[src/hdl/bis_pkg.sv]
`default_nettype none
package bis_pkg;

   localparam int RECORDS_DEFAULT  = 128;
   localparam int BLOCKS_DEFAULT   = 32;
   localparam int KEY_BITS_DEFAULT = 32;

   localparam int CMD_BITS      = 2;
   localparam int SLOT_BITS     = 7;
   localparam int SCAN_BITS     = SLOT_BITS + 1;
   localparam int KEY_PORT_BITS = 32;
   localparam int EXT_BITS      = 64;
   localparam int COUNT_BITS    = 6;

   localparam logic [COUNT_BITS-1:0] COUNT_RESET = COUNT_BITS'(1);

   localparam logic [CMD_BITS-1:0] CMD_WRITE_RECORD = 2'd0;
   localparam logic [CMD_BITS-1:0] CMD_WRITE_INDEX  = 2'd1;
   localparam logic [CMD_BITS-1:0] CMD_SEARCH       = 2'd2;

   typedef struct packed {
      logic write_record;
      logic write_index;
      logic load_search;
      logic read_mid;
      logic step_search;
      logic read_block;
      logic load_block;
      logic read_record;
      logic next_record;
      logic hit;
   } ctrl_cmd_type;

   typedef struct packed {
      logic range_open;
      logic key_below;
      logic key_above;
      logic block_valid;
      logic scan_open;
      logic key_match;
   } ctrl_status_type;

endpackage
`default_nettype wire

[src/hdl/bis_ctrl.sv]
`default_nettype none
module bis_ctrl (
   input  wire logic                         clock,
   input  wire logic                         reset,
   input  wire logic                         start,
   input  wire logic [bis_pkg::CMD_BITS-1:0] command,
   input  wire bis_pkg::ctrl_status_type     status,
   output bis_pkg::ctrl_cmd_type             cmd,
   output logic                              busy,
   output logic                              done
);

   localparam logic [2:0] S_IDLE   = 3'd0;
   localparam logic [2:0] S_MID    = 3'd1;
   localparam logic [2:0] S_CMP    = 3'd2;
   localparam logic [2:0] S_BLOCK  = 3'd3;
   localparam logic [2:0] S_BOUNDS = 3'd4;
   localparam logic [2:0] S_SCAN   = 3'd5;
   localparam logic [2:0] S_TEST   = 3'd6;
   localparam logic [2:0] S_DONE   = 3'd7;

   logic [2:0] state_ff;
   logic [2:0] state_in;

   always_comb begin
      state_in = state_ff;
      cmd      = '0;
      unique case (state_ff)
         S_IDLE: begin
            if (start) begin
               unique case (command)
                  bis_pkg::CMD_WRITE_RECORD: cmd.write_record = 1'b1;
                  bis_pkg::CMD_WRITE_INDEX:  cmd.write_index  = 1'b1;
                  bis_pkg::CMD_SEARCH: begin
                     cmd.load_search = 1'b1;
                     state_in        = S_MID;
                  end
                  default: ;
               endcase
            end
         end
         S_MID: begin
            if (status.range_open) begin
               cmd.read_mid = 1'b1;
               state_in     = S_CMP;
            end else begin
               state_in = S_BLOCK;
            end
         end
         S_CMP: begin
            cmd.step_search = 1'b1;
            if (!status.key_below && !status.key_above) begin
               state_in = S_BLOCK;
            end else begin
               state_in = S_MID;
            end
         end
         S_BLOCK: begin
            if (status.block_valid) begin
               cmd.read_block = 1'b1;
               state_in       = S_BOUNDS;
            end else begin
               state_in = S_DONE;
            end
         end
         S_BOUNDS: begin
            cmd.load_block = 1'b1;
            state_in       = S_SCAN;
         end
         S_SCAN: begin
            if (status.scan_open) begin
               cmd.read_record = 1'b1;
               state_in        = S_TEST;
            end else begin
               state_in = S_DONE;
            end
         end
         S_TEST: begin
            if (status.key_match) begin
               cmd.hit  = 1'b1;
               state_in = S_DONE;
            end else begin
               cmd.next_record = 1'b1;
               state_in        = S_SCAN;
            end
         end
         S_DONE: state_in = S_IDLE;
         default: state_in = S_IDLE;
      endcase
   end

   always_ff @(posedge clock) begin
      if (reset) begin
         state_ff <= S_IDLE;
      end else begin
         state_ff <= state_in;
      end
   end

   assign busy = (state_ff != S_IDLE);
   assign done = (state_ff == S_DONE);

endmodule
`default_nettype wire

[config.mk]
export PLATFORM = sky130hd
export DESIGN_NAME = bis_ctrl
export DESIGN_NICKNAME = d
export VERILOG_FILES = /design/src/hdl/bis_pkg.sv /design/src/hdl/bis_ctrl.sv
export SDC_FILE = /design/constraint.sdc
export NUM_CORES = 1
export LEC_CHECK = 0
export ABC_AREA = 1
export BUFFER_PORTS_ARGS = -buffer_cell sky130_fd_sc_hd__buf_2
export CORE_AREA = 2 2 39 41
export CTS_CLUSTER_SIZE = 40
export DETAILED_ROUTE_END_ITERATION = 16
export DIE_AREA = 0 0 41 43
export HOLD_SLACK_MARGIN = 0.08
export PLACE_DENSITY_LB_ADDON = 0.15
export SLEW_MARGIN = 10
export SYNTH_ARGS = -nofsm -noshare
export SYNTH_HDL_FRONTEND = slang
export SYNTH_SLANG_ARGS = --single-unit
[constraint.sdc]
create_clock -name clock -period 1 [get_ports clock]
set_input_delay 0.15 -clock clock [delete_from_list [all_inputs] [get_ports clock]]
set_output_delay 0.15 -clock clock [all_outputs]
set_load 0.1 [all_outputs]
# Word-level counts from Yosys, hierarchy flattened
# Cells that the tools add are included.
[op_classes] n_reduce_logical=7 mux=24 eq_ne=11
[ops] op="one-hot mux 3 bit (8 select lines)" n=1
[ops] op="2-to-1 mux 1 bit" n=15
[ops] op="equality test 3 bit (second input constant)" n=4
[ops] op="2-to-1 mux 3 bit" n=4
[ops] op="2-to-1 mux 2 bit" n=4
[ops] op="equality test 3 x 2 -> 1 bit (second input constant)" n=2
[ops] op="equality test 3 x 1 -> 1 bit (second input constant)" n=1
[ops] op="logical NOT 3 bit" n=1
[ops] op="nonzero test 3 bit" n=1
[ops] op="equality test 2 x 1 -> 1 bit (second input constant)" n=1
[ops] op="equality test 2 bit (second input constant)" n=1
[ops] op="logical NOT 1 bit" n=2
[ops] op="logical NOT 2 bit" n=1
[ops] op="!= test 2 x 1 -> 1 bit (second input constant)" n=1
[ops] op="!= test 2 bit (second input constant)" n=1
[ops] op="AND reduction 2 bit" n=1
[ops] op="logical AND 1 bit" n=1
[totals] wordCells=43 output_inout_bits=12 register_bits=3 in_bits=11

# Logic depth before layout (Yosys ltp)
[depth] depth_word=4 depth_mapped=7 ltp_nobuf=7

# Worst setup path after synthesis
# No wires, ideal clock.
[synth_path] kind="flip-flop to output port" start="reg state_ff[2]" end="out cmd[8] (netlist bit)" setup_slack_ns=-2.861 required_ns=0.850 arrival_time_ns=3.711 path_buffers=1 stages_incl_launch_ff=5 path_cell_list="dfxtp_1 buf_4 clkinv_4 nand3_4 nor4_1"
[synth_lines] item="start: declaration" line="bis_ctrl.sv:22" source="logic [2:0] state_ff;"
[synth_lines] item="start signal: assignment" line="bis_ctrl.sv:96" source="state_ff <= state_in;"
[synth_lines] item="end: declaration" line="bis_ctrl.sv:8" source="output bis_pkg::ctrl_cmd_type cmd,"

==> run_results.csv <==
group,metric,value,unit
route,viasPerCell,4.21,
route,antenna_left,0,
finish,regMostFlops,"state_ff",
floorplan,die_w,41,um
min_path,hold_class,"in -> reg",
critical_path,cp_cell_sequence,"inv_4, nand3_4, buf_12, nor4_4, buf_12",
critical_path,r2r_start,"state_ff[1]$_SDFFE_PP0P_",
route,drc,0,
clock_tree,cts-root-buf,"clkbuf_4",
critical_path,cp.required,0.85,ns
sta,finalSetupViolCount,14,
route,drt-wirelength-per-cell,9.20,um
clock_tree,htreeDepth,1,
floorplan,die-area,1760,um2
critical_path,startpoint_type,"register",
synth,yosys_warnings,0,
floorplan,io_pins,23,
finish,top_regs,"state_ff x3",
finish,diodes,0,
power,p_switching,0.321,mW
power,netSwitchingFraction,0.417,
power,power.density,855,nW/um2
critical_path,cp_data_arrival_time,1.27,ns
finish,final_layout_size_suffix_gt1_frac,0.711,
grt,grt_pass1_vias,457,
critical_path,end_kind,"output port",
critical_path,r2r-end,"state_ff[1]$_SDFFE_PP0P_",
sta,rsz0062_at_grt,"yes",
grt,grt_usage,0.145,
critical_path,critical_path_class,"reg -> out",
finish,utilization,0.652,
finish,nets,102,
run_status,violations,"negative setup slack",
floorplan,die_h,43,um
clock_tree,clock_latency,0.23,ns
route,routed_wl,975,um
clock_tree,cts_tree,"done",
sta,fin_crit_sh,1.42,
clock_tree,clockBufferDepth,2,
sta,fin_crit,1.42,ns
synth,syn_inst,50,
run_status,outcome,"complete, but fails checks",
place,dp_hpwl,802,um
power,pwr-share-comb,0.556,
job,cap_violations,0,
sta,slew_violations,0,
power,power_leakage,0.415,nW
grt,overflow,0,
critical_path,cp_common_cell,"buf_12",
synth,ys_ff_latch,3,
synth,synth_top_cell_by_area,"dfxtp_1",
clock_tree,clkTransAtPathRegs,0.04,ns
clock_tree,clkSinkCount,3,
finish,fill_cells,118,
floorplan,initial_core_util,0.203,
critical_path,cp_max_fo,4,
synth,synthTopCellsByArea,"dfxtp_1 21%, inv_1 13%, nor2_1 13%",
finish,layout_common_cells,"13 x buf_12, 10 x buf_2, 10 x buf_4",
route,drt_iter0_markers,0,
sta,slew_headroom,0.819,
grt,grt_pass1_wl,1700,um
route,vias,446,
clock_tree,cts-buffers-inserted,3,
critical_path,regToRegSetupSlack,-0.31,ns
critical_path,startpoint,"state_ff[0]$_SDFFE_PP0P_",
floorplan,core,1380,um2
synth,synthesis.nets,61,
power,internal-power,0.450,mW
critical_path,r2r_cells,10,
sta,tightest_slew,0.270,ns
finish,final_common_cell,"buf_12",
critical_path,cpMaxStageDelayCell,"dfxtp_2",
synth,syn_area,280,um2
critical_path,max_stage_delay,0.32,ns
grt,antenna_found_initial,0,
sta,fmaxAchievable,0.702,GHz
sta,setup_slack,-0.424,ns
place,portBuffers,22,
synth,ys_seq_area_frac,0.214,
power,pwr-share-clk,0.270,
finish,largest_reg_flops,3,
power,peakVddDrop,0.000584,V
critical_path,crit_path_end,"cmd[8]",
grt,grt_max_degree,8,
sta,holdWs,0.102,ns
finish,areaGrowthSynthToFinish,222,%
sta,finalHoldViolCount,0,
synth,synth_top_area_frac,0.214,
sta,finClkSkew,0.00185,ns
place,routabilityCongestion,0.719,
synth,syn_area_per_cell,5.61,um2
power,seq_power_share,0.173,
synth,synth_cell_types,14,
floorplan,rows,14,
route,first_pass_iters,1,
## worst max-delay path: cells and delay by family, from the launching register on
family	cells	cell delay [ns]
simple gates	2	0.28
flops	1	0.32
buf+inv	3	0.43
## final cells by class
class / count / area, um2 / share of cell area
Inverter: 12 / 67.6 / 0.0749
Clock buffer: 4 / 26.3 / 0.0291
Timing Repair Buffer: 37 / 430 / 0.477
Multi-Input combinational cell: 34 / 292 / 0.323
Tap cell: 16 / 20.0 / 0.0222
Sequential cell: 3 / 66.3 / 0.0735
## per-stage QoR
stage	instance area, um2	instances	power, mW	setup TNS [ns]	worst slack (ns)
after detailed placement	759	98	0.526	-2.72	-0.241
after floorplan	365	50	0.348	-9.74	-1.03
final	902	106	0.771	-4.45	-0.424
after global placement	759	98	0.522	-2.49	-0.225
after global routing	902	106	0.821	-5.43	-0.492
after CTS	892	105	0.782	-4.62	-0.440
## per-layer routing
metal / GRT usage / wire (um) / up-vias
met2: 0.253 / 554 / 18
met4: 0.0800 / 11 / 0
met1: 0.139 / 336 / 191
li1: - / - / 235
met5: 0 / 0 / -
met3: 0.0419 / 72 / 2
## cell families after synthesis
group,count (synthesis),synth area share
DFF,3,0.214
and+or+nand+nor,31,0.527
buffers and inverters,13,0.205
AOI/OAI and AO/OA,3,0.0536
## power groups by stage
stage / logic, mW / registers, mW / clock network [mW]
6_report: 0.429 / 0.134 / 0.208
5_1_grt: 0.449 / 0.135 / 0.237
4_1_cts: 0.431 / 0.134 / 0.218
3_5_place_dp: 0.392 / 0.134 / 0
3_3_place_gp: 0.388 / 0.134 / 0
2_1_floorplan: 0.211 / 0.137 / 0
## synth_stat cells
cell       n
inv_1     10
nor2_1    10
nand2_1    9
nor3_1     6
dfxtp_1    3
a21oi_1    2
nand3_1    2
nor4_1     2
buf_4      1
clkinv_4   1
inv_2      1
nand3_4    1
nand4_1    1
o21ai_0    1
## repair_timing
action,CTS,global route
hold buffers,0,0
resized for setup,23,1
setup endpoints to repair,15,15
buffers inserted,3,1
pin swaps,5,2
## how the worst min path moves through the flow
| stage | endpoint | startpoint | depth (start not counted) | slack [ns] |
|---|---|---|---|---|
| 6_report | state_ff[0]$_SDFFE_PP0P_ | reset | 2 | 0.10 |
| 3_3_place_gp | state_ff[0]$_SDFFE_PP0P_ | reset | 2 | 0.34 |
| 4_1_cts | state_ff[0]$_SDFFE_PP0P_ | reset | 2 | 0.1 |
| 5_1_grt | state_ff[2]$_SDFFE_PP0P_ | reset | 2 | 0.1 |
| 3_5_place_dp | state_ff[0]$_SDFFE_PP0P_ | reset | 2 | 0.34 |
| 2_1_floorplan | state_ff[0]$_SDFFE_PP0P_ | reset | 1 | 0.22 |
(Power assumes the default switching activity.)
